`src/pac_pkg.sv`:
```
// Shared constants, opcodes and controller/datapath interface types for the polygon block.
package pac_pkg;

   localparam int MAX_VERTICES = 256;
   localparam int COORD_WIDTH  = 28;

   localparam int IDX_W   = $clog2(MAX_VERTICES);
   localparam int CNT_W   = $clog2(MAX_VERTICES + 1);
   localparam int RAM_W   = 2 * COORD_WIDTH;
   localparam int DIFF_W  = COORD_WIDTH + 1;
   localparam int PROD_W  = 2 * DIFF_W;
   localparam int CROSS_W = 2 * COORD_WIDTH;
   localparam int ACC_W   = 2 * COORD_WIDTH + IDX_W + 2;
   localparam int AREA_W  = 58;
   localparam int OP_W    = 2;

   localparam logic [OP_W-1:0] OP_CLEAR  = 2'd0;
   localparam logic [OP_W-1:0] OP_APPEND = 2'd1;
   localparam logic [OP_W-1:0] OP_QUERY  = 2'd2;

   localparam logic [AREA_W-1:0] AREA_SAT = AREA_W'(1) << 57;

   typedef struct packed {
      logic             accept_imm;
      logic             clear;
      logic             append;
      logic             q_start;
      logic             rd_en;
      logic             rd_first;
      logic [IDX_W-1:0] rd_addr;
      logic             finalize;
   } cmd_type;

   typedef struct packed {
      logic [CNT_W-1:0] count;
   } stat_type;

endpackage

```
`src/pac_ctrl.sv`:
```
// Controller: accepts words, sequences the vertex walk for queries and strobes results.
module pac_ctrl (
   input  logic                         clock,
   input  logic                         reset,
   input  logic                         start,
   input  logic [pac_pkg::OP_W-1:0]     req_opcode,
   input  pac_pkg::stat_type            stat,
   output pac_pkg::cmd_type             cmd,
   output logic                         busy,
   output logic                         rsp_valid
);
   import pac_pkg::*;

   localparam logic [2:0] ST_IDLE    = 3'd0;
   localparam logic [2:0] ST_WALK    = 3'd1;
   localparam logic [2:0] ST_DRAIN_A = 3'd2;
   localparam logic [2:0] ST_DRAIN_B = 3'd3;
   localparam logic [2:0] ST_FINAL   = 3'd4;

   logic [2:0]       state_ff, state_in;
   logic [CNT_W-1:0] k_ff, k_in;
   logic             rsp_valid_ff, rsp_valid_in;

   always_comb begin
      state_in = state_ff;
      k_in     = k_ff;
      cmd      = '0;
      case (state_ff)
         ST_IDLE: begin
            if (start) begin
               if (req_opcode == OP_QUERY) begin
                  cmd.q_start = 1'b1;
                  k_in        = '0;
                  state_in    = (stat.count == '0) ? ST_FINAL : ST_WALK;
               end else begin
                  cmd.accept_imm = 1'b1;
                  cmd.clear      = (req_opcode == OP_CLEAR);
                  cmd.append     = (req_opcode == OP_APPEND);
               end
            end
         end
         ST_WALK: begin
            // first read fetches the last vertex, then vertices 0 .. n-1
            cmd.rd_en    = 1'b1;
            cmd.rd_first = (k_ff == '0);
            cmd.rd_addr  = (k_ff == '0) ? IDX_W'(stat.count - 1'b1) : IDX_W'(k_ff - 1'b1);
            k_in         = k_ff + 1'b1;
            if (k_ff == stat.count) begin
               state_in = ST_DRAIN_A;
            end
         end
         ST_DRAIN_A: state_in = ST_DRAIN_B;
         ST_DRAIN_B: state_in = ST_FINAL;
         ST_FINAL: begin
            cmd.finalize = 1'b1;
            state_in     = ST_IDLE;
         end
         default: state_in = ST_IDLE;
      endcase
   end

   assign rsp_valid_in = cmd.accept_imm | cmd.finalize;

   always_ff @(posedge clock) begin
      if (reset) begin
         state_ff     <= ST_IDLE;
         k_ff         <= '0;
         rsp_valid_ff <= 1'b0;
      end else begin
         state_ff     <= state_in;
         k_ff         <= k_in;
         rsp_valid_ff <= rsp_valid_in;
      end
   end

   assign busy      = (state_ff != ST_IDLE);
   assign rsp_valid = rsp_valid_ff;

endmodule

```
`config.mk`:
```
export PLATFORM = sky130hd
export DESIGN_NAME = pac_ctrl
export DESIGN_NICKNAME = d
export VERILOG_FILES = /design/src/pac_pkg.sv /design/src/pac_ctrl.sv
export SDC_FILE = /design/constraint.sdc
export NUM_CORES = 1
export LEC_CHECK = 0
export BUFFER_PORTS_ARGS = -buffer_cell sky130_fd_sc_hd__buf_2
export CORE_UTILIZATION = 52
export DETAILED_ROUTE_END_ITERATION = 7
export PLACE_DENSITY = 0.79
export SYNTH_ARGS = -nofsm -noshare
export SYNTH_HDL_FRONTEND = slang
export SYNTH_SLANG_ARGS = --single-unit
```
`constraint.sdc`:
```
create_clock -name clock -period 3.5 [get_ports clock]
set_clock_uncertainty 0.15 [all_clocks]
set_input_delay 0.7 -clock clock [delete_from_list [all_inputs] [get_ports clock]]
set_output_delay 0.7 -clock clock [all_outputs]
set_load 0.01 [all_outputs]
```
==> impl_metrics.toml, run 1 <==
[timing]
setup-violations-final = 0
rsz0062_at_grt = "false"
fin_crit_ns = 3.35
drv_slew = 0
fmax_mhz = 298
fin_crit_sh_pct = 95.8
finalHoldViolations = 0
final.setup.tns_ns = 0
relSlewSlack_pct = 63.5
worstMarginPinSlew_ns = 0.547

[setup_path]
path_buf_inv = 2
ff2ff_setup_slack_ns = 1.60
cpMostUsedCell = "ha_1"
path_delay_family = "simple AND/OR/NAND/NOR gates"
crit_required_ns = 2.65
start_kind = "flip-flop"
cpPeakStageDelay_ns = 0.32
crit_chain = "inv_1 -> ha_1 -> nor4b_4 -> nand2_2 -> mux2i_1 -> ha_1 -> nor2b_2 -> o31ai_1 -> a21oi_1 -> o221a_1 -> buf_2"
critPathSlowestCell = "dfxtp_1"
worstPathArrival_ns = 2.50
critical_path_class = "flip-flop to output pin"
crit_fanout = 4
crit_path_end_kind = "output pin"

[synthesis]
synth_top_area_cell = "dfxtp_1"
seq_area_frac_synth_pct = 21.8
syn-num-nets = 176
synth.avg_cell_area_um2 = 7.52
synth_async_sr_flop_share_pct = 0
ys_seq_elements = 13
synth.top_cell.area_share_pct = 21.8
yosysWarnings = 0
synth_cell_types = 44
synth_area_leaders = "dfxtp_1 22%, xnor2_1 5.9%, nor2_1 5.0%, a21oi_1 4.6%, o21ai_0 4.2%"
mappedNetlistArea_mm2 = 0.00119
synth_ff_type = "dfxtp_1"
synth_edf_count = 0
syn_inst = 159

[floorplan]
core_mm2 = 0.00206
rows = 16
die-area_mm2 = 0.00249
start_util_pct = 57.9
die_w_um = 49.9
top_level_ports = 31
die_y_um = 49.9

[hold_path]
hold_path.class = "flip-flop to flip-flop"

[drt]
vias_per_cell = 6.26
vias = 1359
drc = 0
routedWlPerCell_um = 15.9
drtIter0Drc = 61
drt_pre_antenna_iters = 4
wirelength_mm = 3.45
antenna_left = 0

[place]
hpwl_mm = 2.51
place_congestion = 0.935
dpl_cell_area_mm2 = 0.00138
numPortBuffers = 30

[clock_tree]
cts_made_buffers = 3
path_clk_slew_ns = 0.08
h-tree-depth = 1
clk_latency_ns = 0.28
cts_setup_buffers = 0
cts-root-buf = "clkbuf_4"
clock_sinks = 13
cts_tree = "yes"
hold_buffers = 0
ctsLongestPathBuffers = 2

[layout]
area_delta_synth_final_pct = 19.1
drive_gt1_share_pct = 26.8
antenna_cells = 0
fin_area_mm2 = 0.00142
nets = 208

[status]
outcome = "finished clean"

[global_routing]
grt_use_total_pct = 30.1
antenna_found_initial = 0
grt_max_degree = 13
grt_pass1_vias = 1300
grt_remaining_overflow = 0
grt_first_pass_wirelength_mm = 5.79

[pwr]
leakagePower_nw = 0.602
irDropWorstVdd_mv = 0.232
p_per_area_mw_per_mm2 = 375

[job]
drv_cap = 0
==> worst paths after layout <==
| kind | startpoint | to | depth (start not counted) |
|---|---|---|---|
| worst max-delay path | k_ff[0] | cmd[5] | 11 |
| worst min-delay path | k_ff[0] | k_ff[0] | 2 |
| worst max register to register | state_ff[1] | k_ff[8] | 4 |
| worst min register to register | k_ff[0] | k_ff[0] | 2 |
==> cells by family after synthesis <==
| logic type | after synthesis | share of synthesized area (%) |
|---|---|---|
| simple gates | 68 | 31.2 |
| compound gates | 43 | 25.2 |
| buf+inv | 16 | 6.60 |
| xor+xnor | 13 | 9.53 |
| flops | 13 | 21.8 |
| mux | 3 | 2.51 |
| fa+ha+maj | 3 | 3.14 |
==> worst register-to-register path, stage by stage, from the launching register on <==
cell       delay, ns
dfxtp_1         0.36
nor2_1          0.26
o2111ai_1       0.34
or4_1           0.59
a21oi_1         0.14
==> cells in the mapped netlist, types with 3 or more instances <==
library cell  number
buf_2              3
mux2i_1            3
o31ai_1            3
or4_1              4
xnor2_1            8
o211ai_1           3
ha_1               3
nor2_1            16
o21ai_0           10
nor3_1             8
inv_1              6
nand3_1            6
a21oi_1           11
dfxtp_1           13
or3_1              5
and2_1             3
nand4_1            4
and3_1             3
xor2_1             5
clkbuf_1           4
nand2_1            8
==> flip-flops by register name, summed over array words and instances, names as in the netlist <==
name	cells
k_ff	9
state_ff	3
rsp_valid	1
==> routing by layer <==
layer	GRT usage (%)	part of all wire, %	vias to the layer above
met3	6.79	7.1	4
met5	0	0	-
met4	5.71	0.67	0
met2	53.6	49	63
li1	-	-	651
met1	36.5	43	641
==> timing repair <==
item | CTS | global route
gates resized for setup | 1 | 3
setup endpoints to repair | 2 | 2
hold endpoints to repair | 0 | 0
==> layout by cell type, fill, tap and decap left out, types with 7 or more instances in the layout <==
master   netlist  routed
xnor2_1        8       8
nor3_1         8       8
buf_4          0       7
o21ai_0       10      10
nor2_1        16      16
buf_2          3      30
nand2_1        8       7
dfxtp_1       13      13
a21oi_1       11      11
==> power breakdown <==
group          leakage, nW  internal (W)  switching (W)
clock               0.0177     0.0000423      0.0000517
sequential           0.105      0.000156      0.0000118
combinational        0.479      0.000120       0.000151
total                0.602      0.000318       0.000215
==> through the flow <==
stage	cells	hold WS, ns	worst slack, ns	power, W	utilization [%]
finish	217	0.377	0.145	0.000533	69.0
global route	217	0.400	0.000424	0.000570	69.0
CTS	217	0.376	0.0222	0.000525	68.3
detailed placement	213	0.360	0.175	0.000429	66.7
global placement	213	0.341	0.349	0.000421	66.7
floorplan	159	0.325	0.386	0.000344	-
==> area by class of cell <==
type	count	area (um2)
repair buffers	37	203
inverters	6	22.5
flip-flops and latches	13	260
multi-input cells	130	876
fillers	182	639
clock inverters	1	5.00
clock buffers	3	22.5
well taps	27	33.8
No activity file was read; power rests on OpenSTA's default activity.
==> run 2: changes to the inputs <==
--- a/config.mk
+++ b/config.mk
@@ -6,6 +6,7 @@
 export NUM_CORES = 1
 export LEC_CHECK = 0
 export BUFFER_PORTS_ARGS = -buffer_cell sky130_fd_sc_hd__buf_2
+export CORE_MARGIN = 10
 export CORE_UTILIZATION = 52
 export DETAILED_ROUTE_END_ITERATION = 7
 export PLACE_DENSITY = 0.79
==> constraint.sdc (replaced) <==
create_clock -name clock -period 3.89 [get_ports clock]
set_clock_uncertainty 0.15 [all_clocks]
set_input_delay 0.778 -clock clock [delete_from_list [all_inputs] [get_ports clock]]
set_output_delay 0.778 -clock clock [all_outputs]
set_load 0.01 [all_outputs]
==> run 2 against run 1 <==
  * Global-route usage down 15 points
  * Critical path depth fell by 2
  * Count of clock-buffer cells in the layout unchanged
  * Setup slack better by 0.088 ns
  * Routed wire length is 2.4% lower
  * Combinational power fell by 17%
  * Largest cell class unchanged
  * First-iteration DRC count is 120% higher
  * Critical path type unchanged
  * Cell count down 2.3%
  * Register-to-register slack gained 0.35 ns
  * Die area grew 85%
==> impl_metrics.toml, run 2 (same netlist as run 1, synthesis figures left out) <==
[timing]
fmax_mhz = 274
rsz0062_at_grt = "false"
drv_slew = 0
final.setup.tns_ns = 0
setup-violations-final = 0
finalHoldViolations = 0
fin_crit_ns = 3.66
fin_crit_sh_pct = 94.0
relSlewSlack_pct = 66.7
worstMarginPinSlew_ns = 0.499

[floorplan]
core_mm2 = 0.00219
die-area_mm2 = 0.00462
die_w_um = 67.9
top_level_ports = 31
die_y_um = 67.9
start_util_pct = 54.5
rows = 17

[pwr]
irDropWorstVdd_mv = 0.261
leakagePower_nw = 0.567
p_per_area_mw_per_mm2 = 340

[clock_tree]
clk_latency_ns = 0.28
clock_sinks = 13
cts-root-buf = "clkbuf_4"
hold_buffers = 0
h-tree-depth = 1
path_clk_slew_ns = 0.08
cts_made_buffers = 3
cts_tree = "yes"
ctsLongestPathBuffers = 2

[global_routing]
antenna_found_initial = 0
grt_pass1_vias = 1262
grt_use_total_pct = 15.4
grt_first_pass_wirelength_mm = 5.69
grt_max_degree = 14
grt_remaining_overflow = 0

[setup_path]
path_buf_inv = 1
critical_path.startpoint = "k_ff[3]"
crit_fanout = 12
critPathSlowestCell = "nor4_4"
crit_chain = "nor4_4 -> nand2_1 -> mux2i_1 -> ha_1 -> nor2b_2 -> o31ai_1 -> a21oi_1 -> o221a_1 -> buf_2"
cpPeakStageDelay_ns = 0.48
worstPathArrival_ns = 2.73
path_delay_family = "simple AND/OR/NAND/NOR gates"
crit_required_ns = 2.96
crit_path_end_kind = "output pin"
regToRegStartpoint = "k_ff[3]"
critical_path_class = "flip-flop to output pin"
start_kind = "flip-flop"

[place]
hpwl_mm = 2.69
place_congestion = 0.932
numPortBuffers = 30
placed_cells = 208

[layout]
drive_gt1_share_pct = 24.5
area_delta_synth_final_pct = 15.3
antenna_cells = 0
mostFrequentLayoutCell = "buf_2"
final_cell_mix = "30 x buf_2, 16 x nor2_1, 12 x dfxtp_1"
instances_no_fill = 212
top_register = "k_ff"
largest_reg_flops = 9
nets = 202

[status]
outcome = "finished clean"

[hold_path]
hold_path.class = "flip-flop to flip-flop"
worstHoldStart = "state_ff[1]"

[drt]
drtIter0Drc = 133
wl_met2_mm = 1.57
drt_pre_antenna_iters = 4
vias = 1330
vias_per_cell = 6.27
drc = 0
wl_met1_mm = 1.26
routedWlPerCell_um = 15.9
top_layer = "met4"
antenna_left = 0
wl_met3_um = 470
wirelength_mm = 3.37

[job]
drv_cap = 0
[run 2: final cells by class]
type,instances,area [um2]
well taps,28,35.0
clock buffers,3,22.5
fillers,206,813
multi-input cells,130,873
flip-flops and latches,13,262
inverters,6,22.5
clock inverters,1,5.00
repair buffers,31,158
[run 2: through the flow]
stage	util, %	power, W	cell area (um2)	setup WS (ns)	hold WS [ns]
6_report	62.9	0.000469	1380	0.234	0.379
5_1_grt	62.9	0.000508	1380	0.0170	0.436
4_1_cts	62.4	0.000468	1370	0.0420	0.375
3_5_place_dp	60.8	0.000382	1330	0.307	0.364
2_1_floorplan	-	0.000310	1190	0.698	0.325
3_3_place_gp	60.8	0.000377	1330	0.477	0.346
[run 2: path summary, 6_finish.rpt]
kind	to	slack, ns	depth (start not counted)
worst max-delay path	cmd[5]	0.23	9
worst min-delay path	state_ff[2]	0.38	2
worst max register to register	k_ff[7]	1.95	3
worst min register to register	state_ff[2]	0.38	2
[run 2: metal layers]
| layer | vias up | GRT usage (%) |
|---|---|---|
| li1 | 639 | - |
| met1 | 594 | 18.0 |
| met2 | 87 | 24.8 |
| met3 | 10 | 4.89 |
| met4 | 0 | 7.79 |
| met5 | - | 0 |
[run 2: what timing repair did]
action,4_1_cts,5_1_grt
resized for setup,1,3
setup buffers,0,0
endpoints found under the hold margin,0,0
endpoints found under the setup margin,1,2
[run 2: where the power goes]
group	switching [W]	internal, W	leakage (nW)
clock	0.0000463	0.0000381	0.0177
sequential	0.0000165	0.000141	0.106
combinational	0.000127	0.000100	0.444
total	0.000190	0.000279	0.567
[run 2: worst register-to-register path: cells and delay by family (launching register included)]
family | cells | cell delay, ns
AOI/OAI and AO/OA | 2 | 0.52
DFF | 1 | 0.63
and+or+nand+nor | 1 | 0.58
